**config.mk**
```make
export PLATFORM = sky130hd
export DESIGN_NAME = pcxd_fifo
export DESIGN_NICKNAME = d
export VERILOG_FILES = /design/src/pcxd_pkg.sv /design/src/pcxd_fifo.sv
export SDC_FILE = /design/constraint.sdc
export NUM_CORES = 1
export LEC_CHECK = 0
export BUFFER_PORTS_ARGS = -buffer_cell sky130_fd_sc_hd__buf_4
export CAP_MARGIN = 20
export CORE_ASPECT_RATIO = 1.75
export CORE_UTILIZATION = 35
export CTS_BUF_LIST = sky130_fd_sc_hd__clkbuf_8
export DETAILED_ROUTE_END_ITERATION = 12
export SETUP_SLACK_MARGIN = 0.05
export SLEW_MARGIN = 25
export SYNTH_ARGS = -nofsm -noshare
export SYNTH_HDL_FRONTEND = slang
export SYNTH_SLANG_ARGS = --single-unit
```
**constraint.sdc**
```tcl
create_clock -name clk -period 5.34 [get_ports clk]
set_clock_uncertainty 0.15 [all_clocks]
set_input_delay 1.068 -clock clk [delete_from_list [all_inputs] [get_ports clk]]
set_output_delay 1.068 -clock clk [all_outputs]
set_load 0.005 [all_outputs]
```
**src/pcxd_pkg.sv**
```systemverilog
// Shared types, constants and helpers of the PCX run-length palette decoder.
`default_nettype none

package pcxd_pkg;

    localparam int PALETTE_ENTRIES = 256;
    localparam int PAL_AW          = $clog2(PALETTE_ENTRIES);
    localparam int DIM_W           = 17;
    localparam int POS_W           = 16;
    localparam int COUNT_W         = 6;
    localparam int REG_IDX_W       = 1;

    localparam logic [7:0]         RUN_MARK   = 8'hC0;
    localparam logic [COUNT_W-1:0] COUNT_MASK = 6'h3F;
    localparam logic [7:0]         OPAQUE     = 8'hFF;
    localparam logic [DIM_W-1:0]   MAX_DIM    = 17'h10000;

    typedef enum logic [1:0] {
        CMD_PAL_WRITE = 2'd0,
        CMD_DATA      = 2'd1,
        CMD_END       = 2'd2,
        CMD_START     = 2'd3
    } cmd_t;

    typedef enum logic [REG_IDX_W-1:0] {
        REG_IMAGE_WIDTH  = 1'b0,
        REG_IMAGE_HEIGHT = 1'b1
    } reg_idx_t;

    typedef struct packed {
        logic [1:0] command;
        logic [7:0] entry_index;
        logic [7:0] entry_red;
        logic [7:0] entry_green;
        logic [7:0] entry_blue;
        logic [7:0] coded_byte;
    } coded_t;

    typedef struct packed {
        logic [7:0]       pixel_red;
        logic [7:0]       pixel_green;
        logic [7:0]       pixel_blue;
        logic [7:0]       pixel_alpha;
        logic [7:0]       color_index;
        logic [POS_W-1:0] start_column;
        logic [POS_W-1:0] row_number;
        logic [DIM_W-1:0] run_length;
        logic             is_padding;
        logic             image_done;
    } pixel_t;

    // One unit of work for the back end: a palette write or a run to colour.
    typedef struct packed {
        logic              is_write;
        logic [PAL_AW-1:0] index;
        logic [23:0]       rgb;
        logic [POS_W-1:0]  column;
        logic [POS_W-1:0]  row;
        logic [DIM_W-1:0]  length;
        logic              pad;
        logic              done;
    } job_t;

    typedef struct packed {
        logic valid;
        job_t job;
    } q_slot_t;

    function automatic logic [DIM_W-1:0] clamp_dim(input logic [DIM_W-1:0] v);
        logic [DIM_W-1:0] r;
        r = v;
        if (v == '0)
        begin
            r = {{(DIM_W-1){1'b0}}, 1'b1};
        end
        else if (v > MAX_DIM)
        begin
            r = MAX_DIM;
        end
        return r;
    endfunction

endpackage

`default_nettype wire

```
**src/pcxd_fifo.sv**
```systemverilog
// Short job queue between the front and back ends.
`default_nettype none

module pcxd_fifo #(
    parameter int DEPTH = 4
) (
    input  wire logic              clk,
    input  wire logic              rst_n,
    input  wire pcxd_pkg::q_slot_t push,
    output logic                   full,
    output pcxd_pkg::q_slot_t      head,
    input  wire logic              pop
);

    localparam int AW = (DEPTH > 1) ? $clog2(DEPTH) : 1;
    localparam int CW = $clog2(DEPTH + 1);
    localparam logic [AW-1:0] LAST = AW'(DEPTH - 1);
    localparam logic [CW-1:0] FULL_COUNT = CW'(DEPTH);

    pcxd_pkg::job_t slots [DEPTH];
    logic [AW-1:0]  wr_ptr_reg, rd_ptr_reg;
    logic [CW-1:0]  count_reg;
    logic           do_push, do_pop;

    assign full       = count_reg == FULL_COUNT;
    assign head.valid = count_reg != '0;
    assign head.job   = slots[rd_ptr_reg];
    assign do_push    = push.valid && !full;
    assign do_pop     = pop && head.valid;

    always_ff @(posedge clk)
    begin
        if (do_push)
        begin
            slots[wr_ptr_reg] <= push.job;
        end
    end

    always_ff @(posedge clk or negedge rst_n)
    begin
        if (!rst_n)
        begin
            wr_ptr_reg <= '0;
            rd_ptr_reg <= '0;
            count_reg  <= '0;
        end
        else
        begin
            if (do_push)
            begin
                wr_ptr_reg <= (wr_ptr_reg == LAST) ? '0 : wr_ptr_reg + 1'b1;
            end
            if (do_pop)
            begin
                rd_ptr_reg <= (rd_ptr_reg == LAST) ? '0 : rd_ptr_reg + 1'b1;
            end
            if (do_push && !do_pop)
            begin
                count_reg <= count_reg + 1'b1;
            end
            else if (do_pop && !do_push)
            begin
                count_reg <= count_reg - 1'b1;
            end
        end
    end

endmodule

`default_nettype wire

```
==> key figures <==
Die
  • Full die area: 36800 um2
  • I/O pins: 174
  • Total core area: 35300 um2
  • Chip height: 253 um
  • Die width: 145 um
  • Starting density of the core: 35.7%
  • Placement row count: 91

Yosys
  • Synthesized netlist cell count: 476
  • Number of warning messages in the yosys log: 0
  • Net count of the mapped netlist: 571
  • Mapped Area: 12600 um2
  • Flip-flop and latch count after synthesis: 343
  • Sequential cell area fraction in the yosys report: 81.5%
  • Syn Area/Cell: 26.4 um2
  • Number of distinct library cell variants in the gate-level netlist after synthesis: 21

Critical path
  • Arrival time of the worst setup path: 2.72 ns
  • Critical path class: register to output pin
  • Critical R2R Launch: count_reg[2]
  • Crit path required time: 4.12 ns
  • Flop2flop setup slack: 2.84 ns
  • FF-to-FF path depth: 4
  • Endpoint of the most critical register-to-register path: slots[1][22]
  • Largest driver fanout on the critical path: 58
  • Launching element type of the critical path: register
  • Category of the worst setup path capture point: output pin

Finish
  • Ratio of cells with drive above 1 in the final layout: 47.3%
  • Number of nets at the end of the flow: 788
  • Most frequent standard cell in the layout excluding fill and tap cells: sky130_fd_sc_hd__edfxtp_1
  • Core utilization of the finished layout: 43.7%
  • Most frequent cells in the layout: 336 x sky130_fd_sc_hd__edfxtp_1, 180 x sky130_fd_sc_hd__buf_4, 84 x sky130_fd_sc_hd__mux4_2
  • Area overhead of the layout relative to synthesis: 22.5%
  • Max FFs per register: 336

Clocking
  • Clock buffer count from CTS: 49
  • Cell chosen for the clock root: sky130_fd_sc_hd__clkbuf_8
  • Max H-tree Level: 2
  • Source-to-sink clock delay at the later pin of the worst-skew pair: 0.58 ns
  • Number of cells upsized or downsized after cts: 0
  • Post-CTS Setup Bufs: 0
  • Clock tree from TritonCTS: yes
  • CTS clock-pin slew for the worst setup and hold paths: 0.07 ns
  • Total of hold buffers inserted after clock tree synthesis: 0
  • # clock sinks: 343
  • Longest Clk Path Bufs: 3

Drt
  • Total DRC errors in the routed layout: 0
  • Detail Route met2 WL: 13800 um
  • Routed wire length per instance: 20.5 um
  • Initial DRC Count: 251
  • Total via count after detailed routing: 5643
  • Routed met1 length: 8340 um
  • Remaining number of nets flagged by the antenna check after routing: 0
  • Final wirelength: 24500 um
  • Met3 wire len: 1190 um
  • Number of search-and-repair iterations in the first detailed-routing pass: 4
  • Highest routed layer: met5
  • DR vias/cell: 4.73

STA
  • Total negative slack for setup checks: 0 ns
  • Max Transition Viols Final: 0
  • Slew at the pin with the worst max-slew slack: 0.897 ns
  • Total count of hold-check failures in the final report: 0
  • Post-layout minimum cycle time: 3.94 ns
  • Setup violators final: 0
  • Relative slew slack: 40.2%
  • Max Freq: 0.254 GHz
  • Unrepaired setup endpoints after global routing: no
  • Final cycle utilization of the critical path: 73.7%

Global routing
  • Antenna violations before repair: 3
  • Number of global-route vias before repair: 6537
  • GRT Resource Usage Total: 13.6%
  • Largest net degree at the start of global routing: 59
  • Wire length of the first global-routing pass: 37300 um
  • Total overflow reported by the global router: 0

Run status
  • Result of the run: finished, final reports clean

Placed design
  • Number of buffer cells added on primary ports: 173
  • Final RePlAce weighted congestion: 0.696
  • Dpl hpwl: 15300 um

Pwr
  • Leakage power of the design: 0.00525 uW
  • Total power per unit cell area: 533 nW/um2
  • Worst IR Drop VDD: 0.352 mV

Job
  • Max-cap violation count: 0

Hold path
  • Path type of the worst min-delay path: input port to asynchronous set/reset pin
## power breakdown
| group | total [uW] | switching (uW) | leakage (uW) | internal, uW |
|---|---|---|---|---|
| Sequential | 3820 | 264 | 0.00316 | 3550 |
| Combinational | 2440 | 1070 | 0.00158 | 1360 |
| Clock | 1960 | 941 | 0.000510 | 1020 |
## logic make-up (layout without fill, tap and decap cells)
logic type	after synthesis	count (layout)	share of synthesized area, %
buf+inv	22	273	1.50
simple gates	12	12	0.527
fa+ha+maj	7	7	0.755
xor+xnor	3	3	0.209
other cells	0	2	0
mux	89	89	15.5
flops	343	343	81.5
## worst max path at each step
stage,start,end,cells past startpoint
2_1_floorplan,push[84],slots[0][0],2
3_3_place_gp,rd_ptr_reg[0],head[76],3
3_5_place_dp,rd_ptr_reg[0],head[32],3
4_1_cts,rd_ptr_reg[0],head[32],3
5_1_grt,rd_ptr_reg[1],head[17],3
6_report,rd_ptr_reg[1],head[13],3
## final cells by class
type / count / area (um2)
multi-input cells: 111 / 2150
diodes: 2 / 5.00
flip-flops and latches: 343 / 10300
fillers: 3067 / 19900
repair buffers: 185 / 1480
clock inverters: 35 / 229
clock buffers: 50 / 688
well taps: 465 / 582
inverters: 3 / 11.3
## cells in the mapped netlist
cell type / n / area share [%]
sky130_fd_sc_hd__ha_1: 6 / 0.60
sky130_fd_sc_hd__and2_1: 3 / 0.15
sky130_fd_sc_hd__inv_1: 3 / 0.089
sky130_fd_sc_hd__buf_12: 4 / 0.64
sky130_fd_sc_hd__nand2_1: 2 / 0.060
sky130_fd_sc_hd__nor3b_2: 1 / 0.099
sky130_fd_sc_hd__edfxtp_1: 336 / 80
sky130_fd_sc_hd__mux2_2: 5 / 0.45
sky130_fd_sc_hd__buf_2: 6 / 0.24
sky130_fd_sc_hd__mux4_2: 84 / 15
sky130_fd_sc_hd__or3_1: 1 / 0.050
sky130_fd_sc_hd__buf_6: 1 / 0.089
sky130_fd_sc_hd__buf_8: 1 / 0.12
sky130_fd_sc_hd__dfrtp_1: 7 / 1.4
sky130_fd_sc_hd__buf_1: 3 / 0.089
sky130_fd_sc_hd__xor2_1: 2 / 0.14
sky130_fd_sc_hd__xnor2_1: 1 / 0.070
sky130_fd_sc_hd__nor2b_1: 1 / 0.050
sky130_fd_sc_hd__fa_1: 1 / 0.16
sky130_fd_sc_hd__buf_4: 4 / 0.24
sky130_fd_sc_hd__nor2_1: 4 / 0.12
## layer usage
layer / up-vias / GRT usage [%]
met1: 2944 / 13.2
met4: 2 / 7.43
met3: 68 / 3.15
li1: 2482 / -
met5: - / 0
met2: 147 / 26.3
## stage by stage
step | setup WS, ns | hold slack [ns] | total power (uW) | cells | instance area, um2
finish | 1.40 | 0.143 | 8210 | 1194 | 15400
global route | 1.24 | 0.103 | 8620 | 1194 | 15400
floorplan | 1.38 | 0.295 | 5200 | 476 | 12600
detailed placement | 1.84 | 0.363 | 6380 | 1106 | 14500
CTS | 1.17 | 0.0834 | 8360 | 1191 | 15400
global placement | 1.88 | 0.316 | 6240 | 1103 | 14400
## worst max-delay path, stage by stage (launching register included)
cell and delay, ns:
sky130_fd_sc_hd__dfrtp_4 1.02, sky130_fd_sc_hd__buf_4 0.53, sky130_fd_sc_hd__mux4_2 0.41, sky130_fd_sc_hd__buf_4 0.16
No activity file was read; power rests on OpenSTA's default activity.
